<file path="config.mk">
export PLATFORM = sky130hd
export DESIGN_NAME = charger_status_monitor_core_flat
export DESIGN_NICKNAME = d
export VERILOG_FILES = /design/src/rtl/csm_pkg.sv /design/src/rtl/csm_interfaces.sv /design/src/rtl/csm_ring.sv /design/src/rtl/csm_out_stage.sv /design/src/rtl/charger_status_monitor_core.sv /design/src/flat_wrapper.sv
export SDC_FILE = /design/constraint.sdc
export NUM_CORES = 1
export LEC_CHECK = 0
export ABC_AREA = 1
export ABC_CLOCK_PERIOD_IN_PS = 6100
export BUFFER_PORTS_ARGS = -buffer_cell sky130_fd_sc_hd__buf_2
export CORE_ASPECT_RATIO = 0.7
export CORE_MARGIN = 2
export CORE_UTILIZATION = 50
export DETAILED_ROUTE_END_ITERATION = 16
export PLACE_DENSITY = 0.68
export SYNTH_ARGS = -nofsm -noshare
export SYNTH_HDL_FRONTEND = slang
export SYNTH_SLANG_ARGS = --single-unit
</file>
<file path="constraint.sdc">
create_clock -name clock -period 6.1 [get_ports clock]
set_input_delay 0.915 -clock clock [delete_from_list [all_inputs] [get_ports clock]]
set_output_delay 0.915 -clock clock [all_outputs]
set_load 0.01 [all_outputs]
</file>
<file path="src/rtl/csm_pkg.sv">
// Shared types and constants for the charger status monitor.
// No dependencies; every other file in rtl depends on this package.
`timescale 1ns / 1ps

package csm_pkg;

   // Configuration register indexes.
   localparam logic [2:0] CSR_TIMEOUT_TICKS   = 3'd0;
   localparam logic [2:0] CSR_PAUSE_TICKS     = 3'd1;
   localparam logic [2:0] CSR_SETTLE_TICKS    = 3'd2;
   localparam logic [2:0] CSR_FAULT_THRESHOLD = 3'd3;
   localparam logic [2:0] CSR_DUTY_CHARGING   = 3'd4;
   localparam logic [2:0] CSR_DUTY_STANDARD   = 3'd5;

   localparam int CSR_INDEX_W = 3;
   localparam int CSR_DATA_W  = 24;

   // Register reset values.
   localparam logic [23:0] TIMEOUT_RESET   = 24'd14400;
   localparam logic [15:0] PAUSE_RESET     = 16'd120;
   localparam logic [7:0]  SETTLE_RESET    = 8'd2;
   localparam logic [5:0]  THRESHOLD_RESET = 6'd2;
   localparam logic [6:0]  DUTY_CHG_RESET  = 7'd100;
   localparam logic [6:0]  DUTY_STD_RESET  = 7'd15;

   localparam logic [6:0]  DUTY_MAX = 7'd100;

   // Port kinds.
   localparam logic [1:0] USB_NONE     = 2'd0;
   localparam logic [1:0] USB_STANDARD = 2'd1;

   // Status codes.
   localparam logic [1:0] STATUS_DISCHARGING = 2'd0;
   localparam logic [1:0] STATUS_CHARGING    = 2'd1;
   localparam logic [1:0] STATUS_COMPLETE    = 2'd2;
   localparam logic [1:0] STATUS_FAULT       = 2'd3;

   // Transition counts fit six bits for any ring of up to 32 entries.
   localparam int TRANS_W = 6;
   localparam int TICKS_W = 25;

   typedef struct packed {
      logic en;
      logic sample;
   } ring_wr_type;

   typedef struct packed {
      logic [1:0] status;
      logic       charger_on;
      logic [6:0] limit_duty;
      logic       pausing;
   } rsp_type;

   function automatic logic [6:0] sat_duty(input logic [6:0] d);
      return (d > DUTY_MAX) ? DUTY_MAX : d;
   endfunction

endpackage

</file>
<file path="src/rtl/csm_interfaces.sv">
// Valid/ready channel interfaces for sample beats, result beats and
// register writes. Depends on csm_pkg for widths.
`timescale 1ns / 1ps

interface csm_req_if;
   logic       valid;
   logic       ready;
   logic [1:0] usb_kind;
   logic       charge_signal;
   modport source (output valid, output usb_kind, output charge_signal, input ready);
   modport sink   (input valid, input usb_kind, input charge_signal, output ready);
endinterface

interface csm_rsp_if;
   logic       valid;
   logic       ready;
   logic [1:0] status;
   logic       charger_on;
   logic [6:0] limit_duty;
   logic       pausing;
   modport source (output valid, output status, output charger_on, output limit_duty,
                   output pausing, input ready);
   modport sink   (input valid, input status, input charger_on, input limit_duty,
                   input pausing, output ready);
endinterface

interface csm_csr_if;
   logic                         valid;
   logic                         ready;
   logic [csm_pkg::CSR_INDEX_W-1:0] index;
   logic [csm_pkg::CSR_DATA_W-1:0]  data;
   modport source (output valid, output index, output data, input ready);
   modport sink   (input valid, input index, input data, output ready);
endinterface

</file>
<file path="src/rtl/csm_ring.sv">
// Sample ring with write pointer and transition counter.
// Depends on csm_pkg.
`timescale 1ns / 1ps

module csm_ring #(
   parameter int RING_DEPTH = 7
) (
   input  logic                         clock,
   input  logic                         reset,
   input  csm_pkg::ring_wr_type         wr,
   output logic [csm_pkg::TRANS_W-1:0]  trans_count
);
   import csm_pkg::*;

   localparam int POS_W = $clog2(RING_DEPTH);
   localparam logic [POS_W-1:0] POS_LAST = POS_W'(RING_DEPTH - 1);

   logic [RING_DEPTH-1:0] ring_ff, ring_in;
   logic [POS_W-1:0]      pos_ff, pos_in;
   logic [RING_DEPTH-1:0] diff;

   // The count covers the ring as it stands after this beat's write,
   // including the wrap from the last entry to the first.
   always_comb begin
      ring_in = ring_ff;
      ring_in[pos_ff] = wr.sample;
      for (int i = 0; i < RING_DEPTH; i++) begin
         diff[i] = ring_in[i] ^ ring_in[(i + RING_DEPTH - 1) % RING_DEPTH];
      end
      trans_count = '0;
      for (int i = 0; i < RING_DEPTH; i++) begin
         trans_count = trans_count + TRANS_W'(diff[i]);
      end
      pos_in = (pos_ff == POS_LAST) ? '0 : pos_ff + 1'b1;
   end

   always_ff @(posedge clock) begin
      if (reset) begin
         ring_ff <= '0;
         pos_ff  <= '0;
      end else if (wr.en) begin
         ring_ff <= ring_in;
         pos_ff  <= pos_in;
      end
   end

endmodule

</file>
<file path="src/rtl/csm_out_stage.sv">
// Result register between the decision logic and the result channel.
// Depends on csm_pkg.
`timescale 1ns / 1ps

module csm_out_stage (
   input  logic             clock,
   input  logic             reset,
   input  logic             load,
   input  csm_pkg::rsp_type load_data,
   output logic             can_load,
   output logic             out_valid,
   input  logic             out_ready,
   output csm_pkg::rsp_type out_data
);
   import csm_pkg::*;

   logic    valid_ff;
   rsp_type data_ff;

   // A new beat may enter whenever the held one is empty or leaves now.
   assign can_load  = !valid_ff || out_ready;
   assign out_valid = valid_ff;
   assign out_data  = data_ff;

   always_ff @(posedge clock) begin
      if (reset) begin
         valid_ff <= 1'b0;
      end else if (load) begin
         valid_ff <= 1'b1;
      end else if (out_ready) begin
         valid_ff <= 1'b0;
      end
   end

   always_ff @(posedge clock) begin
      if (load) begin
         data_ff <= load_data;
      end
   end

endmodule

</file>
<file path="src/rtl/charger_status_monitor_core.sv">
// Top level of the charger status monitor: register file, tick counters,
// status decision. Depends on csm_pkg, csm_interfaces, csm_ring, csm_out_stage.
`timescale 1ns / 1ps

// Usage:
// Each sample beat on req_port carries the USB port kind and the charge
// indicator level. For every accepted sample beat exactly one result beat
// appears on rsp_port with the status, the charger enable, the current-limit
// duty and the pause flag.
// Registers are written through csr_port, which is always ready; index i
// selects the i-th register (timeout, pause, settle, fault threshold, duty for
// charging ports, duty for standard ports). Other indexes are ignored. Writes
// are meant to happen only while no sample beat is in flight.
// A sample's result is registered at the accepting edge and shown in the next
// cycle. Throughput is one sample beat per cycle while rsp_port is ready, set
// by the single result register; all tick state updates at the accepting edge.
// When the receiver stalls, the result register holds its beat, and req_port
// stays ready only if that beat leaves in the same cycle, so one result
// at most waits.
// Synchronous reset restores the register defaults, clears the sample ring,
// counters and the pause, and empties the result register.
module charger_status_monitor_core #(
   parameter int RING_DEPTH = 7
) (
   input logic      clock,
   input logic      reset,
   csm_req_if.sink  req_port,
   csm_rsp_if.source rsp_port,
   csm_csr_if.sink  csr_port
);
   import csm_pkg::*;

   // Configuration registers.
   logic [23:0] timeout_ff;
   logic [15:0] pause_cfg_ff;
   logic [7:0]  settle_ff;
   logic [5:0]  threshold_ff;
   logic [6:0]  duty_chg_ff;
   logic [6:0]  duty_std_ff;

   // Tick state.
   logic [TICKS_W-1:0] ticks_ff, ticks_in;
   logic [15:0]        pause_left_ff, pause_left_in;

   logic        accept;
   logic        can_load;
   ring_wr_type ring_wr;
   logic [TRANS_W-1:0] trans_count;
   rsp_type     result;
   rsp_type     rsp_data;
   logic        enabled;
   logic [TICKS_W-1:0] ticks_inc;

   assign csr_port.ready = 1'b1;

   always_ff @(posedge clock) begin
      if (reset) begin
         timeout_ff   <= TIMEOUT_RESET;
         pause_cfg_ff <= PAUSE_RESET;
         settle_ff    <= SETTLE_RESET;
         threshold_ff <= THRESHOLD_RESET;
         duty_chg_ff  <= DUTY_CHG_RESET;
         duty_std_ff  <= DUTY_STD_RESET;
      end else if (csr_port.valid) begin
         unique case (csr_port.index)
            CSR_TIMEOUT_TICKS:   timeout_ff   <= csr_port.data[23:0];
            CSR_PAUSE_TICKS:     pause_cfg_ff <= csr_port.data[15:0];
            CSR_SETTLE_TICKS:    settle_ff    <= csr_port.data[7:0];
            CSR_FAULT_THRESHOLD: threshold_ff <= csr_port.data[5:0];
            CSR_DUTY_CHARGING:   duty_chg_ff  <= csr_port.data[6:0];
            CSR_DUTY_STANDARD:   duty_std_ff  <= csr_port.data[6:0];
            default: ;
         endcase
      end
   end

   assign req_port.ready = can_load;
   assign accept = req_port.valid && can_load;

   // The ring is written only on beats outside a pause.
   assign ring_wr.en     = accept && (pause_left_ff == '0);
   assign ring_wr.sample = req_port.charge_signal;

   csm_ring #(
      .RING_DEPTH(RING_DEPTH)
   ) u_ring (
      .clock       (clock),
      .reset       (reset),
      .wr          (ring_wr),
      .trans_count (trans_count)
   );

   always_comb begin
      result        = '0;
      ticks_in      = ticks_ff;
      pause_left_in = pause_left_ff;
      enabled       = (req_port.usb_kind != USB_NONE);
      // The counter saturates rather than wrapping.
      ticks_inc     = (ticks_ff == '1) ? ticks_ff : ticks_ff + 1'b1;

      if (pause_left_ff != '0) begin
         // During a pause the beat only counts the pause down and flags pausing.
         pause_left_in  = pause_left_ff - 1'b1;
         result.pausing = 1'b1;
      end else begin
         result.charger_on = enabled;
         if (req_port.usb_kind == USB_STANDARD) begin
            result.limit_duty = sat_duty(duty_std_ff);
         end else if (enabled) begin
            result.limit_duty = sat_duty(duty_chg_ff);
         end

         if (enabled) begin
            ticks_in = ticks_inc;
            if (trans_count > threshold_ff) begin
               result.status = STATUS_FAULT;
            end else if (req_port.charge_signal) begin
               result.status = STATUS_CHARGING;
            end else if (ticks_inc > TICKS_W'(settle_ff)) begin
               result.status = STATUS_COMPLETE;
            end else begin
               result.status = STATUS_DISCHARGING;
            end
         end else begin
            ticks_in = '0;
         end

         // Timeout: switch off and start the pause.
         if (ticks_in > TICKS_W'(timeout_ff)) begin
            result.status     = STATUS_DISCHARGING;
            result.charger_on = 1'b0;
            result.limit_duty = '0;
            result.pausing    = (pause_cfg_ff != '0);
            ticks_in          = '0;
            pause_left_in     = pause_cfg_ff;
         end
      end
   end

   always_ff @(posedge clock) begin
      if (reset) begin
         ticks_ff      <= '0;
         pause_left_ff <= '0;
      end else if (accept) begin
         ticks_ff      <= ticks_in;
         pause_left_ff <= pause_left_in;
      end
   end

   csm_out_stage u_out (
      .clock     (clock),
      .reset     (reset),
      .load      (accept),
      .load_data (result),
      .can_load  (can_load),
      .out_valid (rsp_port.valid),
      .out_ready (rsp_port.ready),
      .out_data  (rsp_data)
   );

   assign rsp_port.status     = rsp_data.status;
   assign rsp_port.charger_on = rsp_data.charger_on;
   assign rsp_port.limit_duty = rsp_data.limit_duty;
   assign rsp_port.pausing    = rsp_data.pausing;

endmodule

</file>
<file path="src/flat_wrapper.sv">
// flat-port wrapper written by rule: the top's interface ports become plain ports
module charger_status_monitor_core_flat import csm_pkg::*;
#(
   parameter int RING_DEPTH = 7
)
  (clock, reset, req_port_valid, req_port_usb_kind, req_port_charge_signal, req_port_ready, rsp_port_valid, rsp_port_status, rsp_port_charger_on, rsp_port_limit_duty, rsp_port_pausing, rsp_port_ready, csr_port_valid, csr_port_index, csr_port_data, csr_port_ready);
  csm_req_if req_port_i ();
  csm_rsp_if rsp_port_i ();
  csm_csr_if csr_port_i ();
  input logic clock;
  input logic reset;
  input wire logic [$bits(req_port_i.valid)-1:0] req_port_valid;
  input wire logic [$bits(req_port_i.usb_kind)-1:0] req_port_usb_kind;
  input wire logic [$bits(req_port_i.charge_signal)-1:0] req_port_charge_signal;
  output wire logic [$bits(req_port_i.ready)-1:0] req_port_ready;
  output wire logic [$bits(rsp_port_i.valid)-1:0] rsp_port_valid;
  output wire logic [$bits(rsp_port_i.status)-1:0] rsp_port_status;
  output wire logic [$bits(rsp_port_i.charger_on)-1:0] rsp_port_charger_on;
  output wire logic [$bits(rsp_port_i.limit_duty)-1:0] rsp_port_limit_duty;
  output wire logic [$bits(rsp_port_i.pausing)-1:0] rsp_port_pausing;
  input wire logic [$bits(rsp_port_i.ready)-1:0] rsp_port_ready;
  input wire logic [$bits(csr_port_i.valid)-1:0] csr_port_valid;
  input wire logic [$bits(csr_port_i.index)-1:0] csr_port_index;
  input wire logic [$bits(csr_port_i.data)-1:0] csr_port_data;
  output wire logic [$bits(csr_port_i.ready)-1:0] csr_port_ready;
  assign req_port_i.valid = req_port_valid;
  assign req_port_i.usb_kind = req_port_usb_kind;
  assign req_port_i.charge_signal = req_port_charge_signal;
  assign req_port_ready = req_port_i.ready;
  assign rsp_port_valid = rsp_port_i.valid;
  assign rsp_port_status = rsp_port_i.status;
  assign rsp_port_charger_on = rsp_port_i.charger_on;
  assign rsp_port_limit_duty = rsp_port_i.limit_duty;
  assign rsp_port_pausing = rsp_port_i.pausing;
  assign rsp_port_i.ready = rsp_port_ready;
  assign csr_port_i.valid = csr_port_valid;
  assign csr_port_i.index = csr_port_index;
  assign csr_port_i.data = csr_port_data;
  assign csr_port_ready = csr_port_i.ready;
  charger_status_monitor_core #(.RING_DEPTH(RING_DEPTH)) u_core (.clock(clock), .reset(reset), .req_port(req_port_i), .rsp_port(rsp_port_i), .csr_port(csr_port_i));
endmodule
</file>
# --- Word-level counts from Yosys, hierarchy flattened ---
# Cells that the tools add are included.
word_totals:
  register_bits: 131
  in_bits: 35
  out_inout_bits: 14
  elab_cells: 90
classes:
  bitwise_logic: 9
  order_cmp: 7
  reduce_logical: 22
  eq_ne: 8
  muxes: 20
  n_addsub: 9
ops:
  columns: ["op", "count"]
  rows:
  - ["two-way mux 25 bit", 4]
  - ["two-way mux 16 bit", 2]
  - ["nonzero test 16 bit", 2]
  - ["two-way mux 7 bit", 4]
  - ["adder 25 x 1 -> 25 bit (second input constant)", 1]
  - ["== test 25 bit (second input constant)", 1]
  - ["greater-than comparator 25 x 24 -> 1 bit", 1]
  - ["greater-than comparator 25 x 8 -> 1 bit", 1]
  - ["logical NOT 16 bit", 1]
  - ["AND reduction 2 bit", 8]
  - ["subtractor 16 x 1 -> 16 bit (second input constant)", 1]
  - ["greater-than comparator 7 bit (second input constant)", 2]
  - ["== test 3 bit (second input constant)", 3]
  - ["bitwise mux 7 bit", 1]
  - ["XOR 1 bit", 7]
  - ["adder 5 x 1 -> 6 bit", 1]
  - ["adder 6 x 1 -> 6 bit", 1]
  - ["== test 3 x 2 -> 1 bit (second input constant)", 2]
  - ["greater-than comparator 6 bit", 1]
  - ["two-way mux 2 bit", 3]
  - ["nonzero test 2 bit", 3]
  - ["adder 4 x 1 -> 5 bit", 1]
  - ["adder 3 x 1 -> 4 bit", 1]
  - ["< comparator 3 x 4 -> 1 bit (second input constant)", 1]
  - ["other kinds (16)", 22]

# --- Depth between registers and ports, before layout ---
# Gate-level depths: netlist of run 1.
logic_depth:
  depth_word: 14
  mapped_depth: 28
  mapped_depth_nobuf: 26

# --- By module ---
# Synthesis of run 1 repeated with hierarchy kept, for this count alone.
unflattened:
  hier_cells: 1229
  hier_area_um2: 8092.8
modules_own_cells:
  columns: ["mod", "area_each_um2", "cells_per_inst", "instances", "seq_area_each_um2"]
  rows:
  - ["charger_status_monitor_core", 6814.0, 1059, 1, 2182.1]
  - ["csm_ring", 905.9, 154, 1, 200.2]
  - ["csm_out_stage", 372.9, 16, 1, 350.3]

# --- Least setup slack after synthesis of run 1 ---
# OpenSTA, ideal clock, no wires.
synth_timing:
  kind: "input port to flip-flop"
  from: "input req_port_charge_signal"
  to: "register u_core.u_out.data_ff (netlist bit u_core.u_out.out_data[9]), data pin"
  required_ps: 5837
  t_arrival_ps: 4231
  path_buffers: 0
  path_stages: 16
  setup_ps: 263
  slack_ps: 1606
  path_cell_list: "inv_1 o21ai_0 xor2_1 fa_1 inv_1 fa_1 inv_1 fa_1 inv_1 fa_1 inv_1 ha_1 a21oi_1 nor2_1 o211ai_1 a21oi_1"
synth_between:
  elab_chain_len: 10
  word_cells_on_any_way: 17
  classes_between: "6 x add/sub; 1 x order compare; 3 x mux; 7 x bitwise"
synth_lines:
  columns: ["item", "line_no", "rtl"]
  rows:
  - ["start, declared", "flat_wrapper.sv:14", "input wire logic [$bits(req_port_i.charge_signal)-1:0] req_port_charge_signal;"]
  - ["bitwise mux 7 bit", "csm_ring.sv:26", "ring_in[pos_ff] = wr.sample;"]
  - ["XOR 1 bit", "csm_ring.sv:28", "diff[i] = ring_in[i] ^ ring_in[(i + RING_DEPTH - 1) % RING_DEPTH];"]
  - ["adder 1 x 1 -> 2 bit", "csm_ring.sv:32", "trans_count = trans_count + TRANS_W'(diff[i]);"]
  - ["adder 2 x 1 -> 3 bit", "csm_ring.sv:32", null]
  - ["adder 3 x 1 -> 4 bit", "csm_ring.sv:32", null]
  - ["adder 4 x 1 -> 5 bit", "csm_ring.sv:32", null]
  - ["adder 5 x 1 -> 6 bit", "csm_ring.sv:32", null]
  - ["adder 6 x 1 -> 6 bit", "csm_ring.sv:32", null]
  - ["greater-than comparator 6 bit", "charger_status_monitor_core.sv:115", "if (trans_count > threshold_ff) begin"]
  - ["two-way mux 2 bit *", "charger_status_monitor_core.sv:115", null]
  - ["end signal, assigned", "csm_out_stage.sv:37", "data_ff <= load_data;"]
  - ["end, declared", "csm_out_stage.sv:18", "rsp_type data_ff;"]
# Every way passes the cells marked *; elsewhere a longest branch is shown, timed or not.
# A chain may end at the register's enable or synchronous reset.

# --- Final worst setup path of run 1 ---
layout_timing:
  from: "register u_core.ticks_ff[0]"
  to: "register u_core.pause_left_ff[0]"
layout_between:
  elab_chain_len: 7
  word_cells_on_any_way: 8
  classes_between: "1 x add/sub; 1 x order compare; 1 x eq/ne; 3 x mux; 2 x reduce/logical"
layout_lines:
  columns: ["item", "line_no", "rtl"]
  rows:
  - ["start, declared", "charger_status_monitor_core.sv:42", "logic [TICKS_W-1:0] ticks_ff, ticks_in;"]
  - ["start signal, assigned", "charger_status_monitor_core.sv:145", "ticks_ff <= ticks_in;"]
  - ["adder 25 x 1 -> 25 bit or == test 25 bit (tied branches)", "charger_status_monitor_core.sv:99", "ticks_inc = (ticks_ff == '1) ? ticks_ff : ticks_ff + 1'b1;"]
  - ["two-way mux 25 bit *", "charger_status_monitor_core.sv:99", null]
  - ["two-way mux 25 bit *", "charger_status_monitor_core.sv:113", "if (enabled) begin"]
  - ["two-way mux 25 bit *", "charger_status_monitor_core.sv:101", "if (pause_left_ff != '0) begin"]
  - ["greater-than comparator 25 x 24 -> 1 bit *", "charger_status_monitor_core.sv:129", "if (ticks_in > TICKS_W'(timeout_ff)) begin"]
  - ["nonzero test 2 bit (no source line) *", null, null]
  - ["AND reduction 2 bit (no source line) *", null, null]
  - ["end signal, assigned", "charger_status_monitor_core.sv:146", "pause_left_ff <= pause_left_in;"]
  - ["end, declared", "charger_status_monitor_core.sv:43", "logic [15:0] pause_left_ff, pause_left_in;"]
# Every way passes the cells marked *; elsewhere a longest branch is shown, timed or not. The select of a mux whose other input is x is not followed.

==> flow_summary.toml, run 1 <==
[outcome]
status = "completed"

[place]
dp_slack_ns = 1.26
portBuffers = 47
place.gp.congestion = 0.948
place_hpwl_mm = 14.8
dp_cells = 1322

[clocking]
cts_tree = "done"
clockBufferDepth = 2
cts_htree_levels = 4
clkTransAtPathRegs_ns = 0.06
clock-sinks = 131
hold_buffers = 0
post_cts.repair.setup_buffers = 0
clk-insertion-delay-late_ns = 0.43
cts_buffers = 17
cts.repair.resized = 0
cts_root_buf = "clkbuf_16"

[yosys]
synth_cell_types = 40
synth_top_area_cell = "dfxtp_1"
ys.flop_type = "dfxtp_1"
synth_commonest_cells = "nand2_1, nor2_1, inv_1"
syn_area_um2 = 7650
synth_nets = 1197
synth.avg_cell_area_um2 = 6.83
async_flop_share_pct = 0
synth-seq-cells = 131
syn_inst = 1121
ys_seq_area_share_pct = 35.7
yosysMostFrequentCell = "nand2_1"
synth_warnings = 0
synth-edff-count = 11
synth_top_area_share_pct = 31.4
synth_area_leaders = "dfxtp_1, nand2_1, a21oi_1"

[run]
max-cap-violations = 0

[power_and_ir_drop]
p_total_mw = 2.45
seqPwrFrac_pct = 38.7
cellLeakagePower_nw = 3.84
vdd_drop_max_mv = 0.197
swShare_pct = 28.6
powerDensity_nw_per_um2 = 286
pwr-share-clk_pct = 44.3
internal_power_mw = 1.75
pwr-share-comb_pct = 17.0
p_switching_mw = 0.702

[timing]
fin_crit_sh_pct = 74.0
worst_pin_slew_ns = 1.07
setup_slack_ns = 1.59
timing.hold.ws_ns = 0.462
slew_viol_final = 0
max_freq_ghz = 0.222
rsz0062_at_grt = "false"
finalSetupTns_ns = 0
report.final.setup_viol = 0
hold_viol_final = 0
slew_headroom_pct = 28.4
skew_ns = 0.0138
period_minus_slack_ns = 4.51

[detailed_routing]
finalWirelength_mm = 20.3
vias = 7220
drtIter0Drc = 628
firstDrtPassIters = 6
remaining_drc_errors = 0
drt-wirelength-per-cell_um = 15.0
ant_nets = 0
vias_per_cell = 5.33

[floorplan]
rows = 37
ioPinCount = 49
fp.dieArea_um2 = 16300
start_util_pct = 51.7
die_w_um = 152
core_um2 = 14800
die_h_um = 108

[critical_path]
cp_max_fo = 39
required_ns = 6.45
end_kind = "register"
arrival_ns = 4.86
path_class = "reg2reg"
critPathLaunchType = "register"

[cells_and_area]
fill_cells = 1422
layout-drive-gt1-share_pct = 9.49
layout.nets = 1222
diodes = 0
area_growth_pct = 12.2
finalNonFillerCells = 1354

[global_routing]
grt_pass1_wl_mm = 33.3
first_global_vias = 6496
grt.overflow.total = 0
grt_start_max_net_pins = 70
grt_antenna_before_repair = 0
grtUsageTotal_pct = 25.5

[hold_path]
min-delay-path-class = "reg2reg"
[routing by layer]
layer	GRT usage [%]	up-vias	wire, um
met4	6.07	0	206
met2	36.2	230	7950
met3	6.04	15	1650
met5	0	-	0
met1	38.6	3260	10500
li1	-	3715	-
[cell usage in the layout (no fill, tap or decap), types with 4 or more instances in the layout]
| master | n |
|---|---|
| nand3_1 | 65 |
| fa_1 | 4 |
| clkinvlp_4 | 4 |
| nor3_1 | 10 |
| clkbuf_16 | 18 |
| nand4_1 | 12 |
| xor2_1 | 15 |
| xnor2_1 | 9 |
| nand2_2 | 8 |
| dfxtp_1 | 120 |
| nor4_1 | 4 |
| o211ai_1 | 12 |
| o21ai_0 | 115 |
| nor2_4 | 5 |
| nor2_1 | 141 |
| a21oi_1 | 124 |
| buf_2 | 47 |
| nand2_1 | 211 |
| buf_4 | 6 |
| edfxtp_1 | 11 |
| inv_1 | 140 |
| o21bai_1 | 6 |
| ha_1 | 37 |
[path summary, 6_finish.rpt]
kind / startpoint / slack (ns) / cells after the start / to
worst max register to register: u_core.ticks_ff[0] / 1.59 / 19 / u_core.pause_left_ff[0]
worst min register to register: u_core.settle_ff[5] / 0.46 / 2 / u_core.settle_ff[5]
worst max-delay path: u_core.ticks_ff[0] / 1.59 / 19 / u_core.pause_left_ff[0]
worst min-delay path: u_core.settle_ff[5] / 0.46 / 2 / u_core.settle_ff[5]
[flip-flops by register name (all words and copies together) (netlist names)]
signal,count
u_core.duty_chg_ff,7
u_core.ticks_ff,25
u_core.u_ring.pos_ff,3
u_core.u_out.out_data,11
u_core.duty_std_ff,7
u_core.settle_ff,8
u_core.u_out.out_valid,1
u_core.pause_left_ff,16
u_core.pause_cfg_ff,16
u_core.threshold_ff,6
u_core.u_ring.ring_ff,7
u_core.timeout_ff,24
[cell families after synthesis]
logic type	count (synthesis)	share of synthesized area, %
adder cells (fa/ha/maj)	41	7.09
XOR/XNOR	24	2.75
other	1	0.0490
AND/OR/NAND/NOR	469	26.2
flip-flops	131	35.7
buffers and inverters	189	9.92
AO/OA/AOI/OAI	266	18.3
[per-stage QoR]
stage,util [%],cell area (um^2)
after detailed placement,53.7,7960
after CTS,58.0,8590
after floorplan,-,7650
after global placement,53.7,7960
final,58.0,8590
after global routing,58.0,8590
[area by class of cell]
class | instances | area (um^2) | area share [%]
multi-input combinational | 801 | 4170 | 48.6
sequential | 131 | 2730 | 31.8
clock buffer | 21 | 482 | 5.61
tap | 195 | 244 | 2.84
clock inverter | 11 | 148 | 1.72
inverter | 142 | 533 | 6.21
timing repair buffer | 53 | 280 | 3.26
[worst max-delay path: stages (launching register included)]
cell and delay, ns:
dfxtp_1 0.47, ha_1 0.42, nand2_2 0.11, nor2_4 0.16, nand2_2 0.13, nor2_4 0.16, nand2_1 0.22, o21ai_0 0.37
nor2_1 0.11, ha_1 0.33, nand2_1 0.05, nor2_1 0.20, nand4_1 0.12, nor4_1 0.47, nand3_1 0.22, nand2_4 0.25
nand2_4 0.31, nand3_1 0.16, nand2_1 0.06, nor2_1 0.13
[power groups by stage]
| stage | Sequential [mW] | Combinational (mW) | Clock, mW |
|---|---|---|---|
| 2_1_floorplan | 0.961 | 0.317 | 0 |
| 3_3_place_gp | 0.968 | 0.406 | 0 |
| 3_5_place_dp | 0.968 | 0.410 | 0 |
| 4_1_cts | 0.950 | 0.415 | 1.10 |
| 5_1_grt | 0.956 | 0.482 | 1.13 |
| 6_report | 0.951 | 0.416 | 1.09 |
Note: power is estimated with default switching activity, not from simulation.
==> inputs of run 2 (changes only) <==
--- a/config.mk
+++ b/config.mk
@@ -5,14 +5,14 @@
 export SDC_FILE = /design/constraint.sdc
 export NUM_CORES = 1
 export LEC_CHECK = 0
-export ABC_AREA = 1
-export ABC_CLOCK_PERIOD_IN_PS = 6100
+export ABC_AREA = 0
+export ABC_CLOCK_PERIOD_IN_PS = 3850
 export BUFFER_PORTS_ARGS = -buffer_cell sky130_fd_sc_hd__buf_2
 export CORE_ASPECT_RATIO = 0.7
 export CORE_MARGIN = 2
 export CORE_UTILIZATION = 50
 export DETAILED_ROUTE_END_ITERATION = 16
-export PLACE_DENSITY = 0.68
+export PLACE_DENSITY = 0.7
 export SYNTH_ARGS = -nofsm -noshare
 export SYNTH_HDL_FRONTEND = slang
 export SYNTH_SLANG_ARGS = --single-unit
==> constraint.sdc (replaced) <==
create_clock -name clock -period 3.85 [get_ports clock]
set_input_delay 0.5775 -clock clock [delete_from_list [all_inputs] [get_ports clock]]
set_output_delay 0.5775 -clock clock [all_outputs]
set_load 0.01 [all_outputs]
==> run 2 against run 1 <==
Compared with the run above:
- largest cell class unchanged
- sequential share of layout area down 5.4 points
- setup slack got worse by 2.2 ns
- critical path type unchanged
- the run now ends with setup timing left
- sequential power is 69% higher
- global-route usage increased by 3.5 points
- synthesized area increased by 1.1%
- synthesized cell count down 9.5%
- critical endpoint is now u_core.u_out.out_data[10]
==> flow_summary.toml, run 2 <==
[cells_and_area]
seqCellArea_um2 = 2750
diodes = 0
finalInstanceArea_um2 = 10400
most-common-layout-cells = "nand2_1, buf_4, dfxtp_1"
multi_input_area_um2 = 5140
layout-drive-gt1-share_pct = 29.3
layout.nets = 1238
final_common_cell = "nand2_1"
fill_cells = 1236
max_flop_register = "u_core.ticks_ff"
area_growth_pct = 34.3
largest_register_ffs = 25
reg_top3 = "u_core.ticks_ff x25, u_core.timeout_ff x24"
finalNonFillerCells = 1375

[critical_path]
reg2regPathDepth = 19
crit_path_max_incr_delay_ns = 0.56
crit_path_cell_trace = "mux2i_1 -> xor2_1 -> a21oi_1 -> fa_1 -> inv_2 -> fa_1 -> inv_1 -> fa_2 -> inv_2 -> fa_1 -> inv_2 -> ha_4 -> a21o_1 -> a21oi_2 -> a311oi_2 -> or3_1 -> nor4_2 -> and4_1 -> nor4_1"
path_class = "reg2reg"
cp_max_fo = 2
arrival_ns = 4.64
end_kind = "register"
critPathLaunchType = "register"
required_ns = 4.03
cp_slowest_cell = "fa_1"

[clocking]
cts_buffers = 17
clock-sinks = 131
clockBufferDepth = 2
clk-insertion-delay-late_ns = 0.43
cts_root_buf = "clkbuf_16"
clkTransAtPathRegs_ns = 0.07
hold_buffers = 0
cts_htree_levels = 4
cts_tree = "done"

[place]
portBuffers = 47
place_hpwl_mm = 15.3
dp_cells = 1310
dpl_cell_area_um2 = 9010
place.gp.congestion = 0.890

[floorplan]
start_util_pct = 50.5
ioPinCount = 49
rows = 38
fp.dieArea_um2 = 16500
die_h_um = 108
die_w_um = 153
core_um2 = 15300

[timing]
skew_ns = 0.0130
finalSetupTns_ns = -9.82
period_minus_slack_ns = 4.46
worst_pin_slew_ns = 1.28
fin_crit_sh_pct = 116
slew_headroom_pct = 14.0
setup_slack_ns = -0.608
max_freq_ghz = 0.224
rsz0062_at_grt = "true"
hold_viol_final = 0
report.final.setup_viol = 41
timing.hold.ws_ns = 0.390
slew_viol_final = 0

[yosys]
synth_top_area_share_pct = 31.0
synth-seq-cells = 131
synth_cell_types = 70
synth_commonest_cells = "nand2_1, dfxtp_1, a21oi_1"
ys.flop_type = "dfxtp_1"
ys_seq_area_share_pct = 35.3
syn_area_um2 = 7740
async_flop_share_pct = 0
synth-edff-count = 11
synth.avg_cell_area_um2 = 7.62
yosysMostFrequentCell = "nand2_1"
syn_inst = 1015
synth_warnings = 0
synth_nets = 1091
synth_top_area_cell = "dfxtp_1"
synth_area_leaders = "dfxtp_1, nand2_1, a21oi_1"

[global_routing]
grt_start_max_net_pins = 56
first_global_vias = 7509
grt.overflow.total = 0
grt_antenna_before_repair = 0
grtUsageTotal_pct = 29.0
grt_pass1_wl_mm = 38.4

[outcome]
status = "finished with violations"
failed_checks = "setup timing"

[detailed_routing]
vias = 7968
finalWirelength_mm = 24.2
drtIter0Drc = 712
firstDrtPassIters = 5
vias_per_cell = 5.79
ant_nets = 0
drt-wirelength-per-cell_um = 17.6
remaining_drc_errors = 0

[run]
max-cap-violations = 0

[power_and_ir_drop]
vdd_drop_max_mv = 0.382
powerDensity_nw_per_um2 = 559
p_total_mw = 5.81
cellLeakagePower_nw = 4.28

[hold_path]
min-delay-path-class = "in2reg"
worstHoldPathCells = 3
[run 2: changes by cell type after synthesis, sizes merged, moves of 12 or more]
cell	before	now
a21oi	127	97
clkbuf	28	48
inv	141	47
mux2i	0	16
nand2	221	187
nand3	65	47
nor2	148	96
nor2b	0	16
nor3	11	35
nor4	4	16
o21ai	115	30
xnor2	9	21
[run 2: logic make-up after synthesis]
kind of cell               Yosys count  synth area share, %
DFF                                131                 35.3
AOI/OAI and AO/OA                  212                 17.1
xor gates and xnor gates            36                 4.07
adders and majority gates           41                 7.02
and+or+nand+nor                    466                 28.5
muxes                               16                 2.07
other                                1               0.0485
buffers and inverters              112                 5.90
[run 2: layout make-up]
type	instances	share of cell area [%]
clock buffer	17	4.09
clock inverter	15	1.88
inverter	48	1.73
multi-input combinational	773	49.5
sequential	131	26.4
tap	200	2.41
timing repair buffer	191	14.0
[run 2: power breakdown]
part / leakage [nW] / internal, mW / switching (mW)
clock network: 0.308 / 1.04 / 0.705
registers: 1.09 / 1.51 / 0.0994
logic: 2.89 / 1.03 / 1.42
[run 2: worst max-delay path, delay by kind of cell (launching register included)]
kind	cells	cell delay [ns]
and+or+nand+nor	4	0.79
AOI/OAI and AO/OA	4	0.48
DFF	1	0.34
adders and majority gates	5	2.00
xor gates and xnor gates	1	0.17
muxes	1	0.22
buffers and inverters	4	0.23
[run 2: worst paths after layout]
check / start / endpoint / slack (ns)
hold reg to reg: u_core.timeout_ff[3] / u_core.timeout_ff[3] / 0.46
setup / recovery: u_core.u_ring.pos_ff[0] / u_core.u_out.out_data[10] / -0.61
hold / removal: csr_port_data[22] / u_core.timeout_ff[22] / 0.39
setup reg to reg: u_core.u_ring.pos_ff[0] / u_core.u_out.out_data[10] / -0.61
[run 2: metal layers]
metal  GRT usage [%]  share of wire, %  up-vias
li1                -                 -     3855
met1            42.1                48     3788
met2            44.7                43      287
met3            5.49               6.6       36
met4            6.88               1.6        2
met5            2.38              0.22        -
[run 2: through the flow]
step                setup WS (ns)  util (%)
finish                     -0.608      67.9
global route               -0.821      67.9
CTS                        -0.640      66.1
detailed placement         -0.923      58.8
global placement           -0.816      58.8
floorplan                  -0.700         -
[run 2: repair_timing]
item,in CTS,in global routing
setup buffers,23,7
pin swaps,36,41
gates resized for setup,54,59
gates cloned,5,0
setup endpoints to repair,50,51
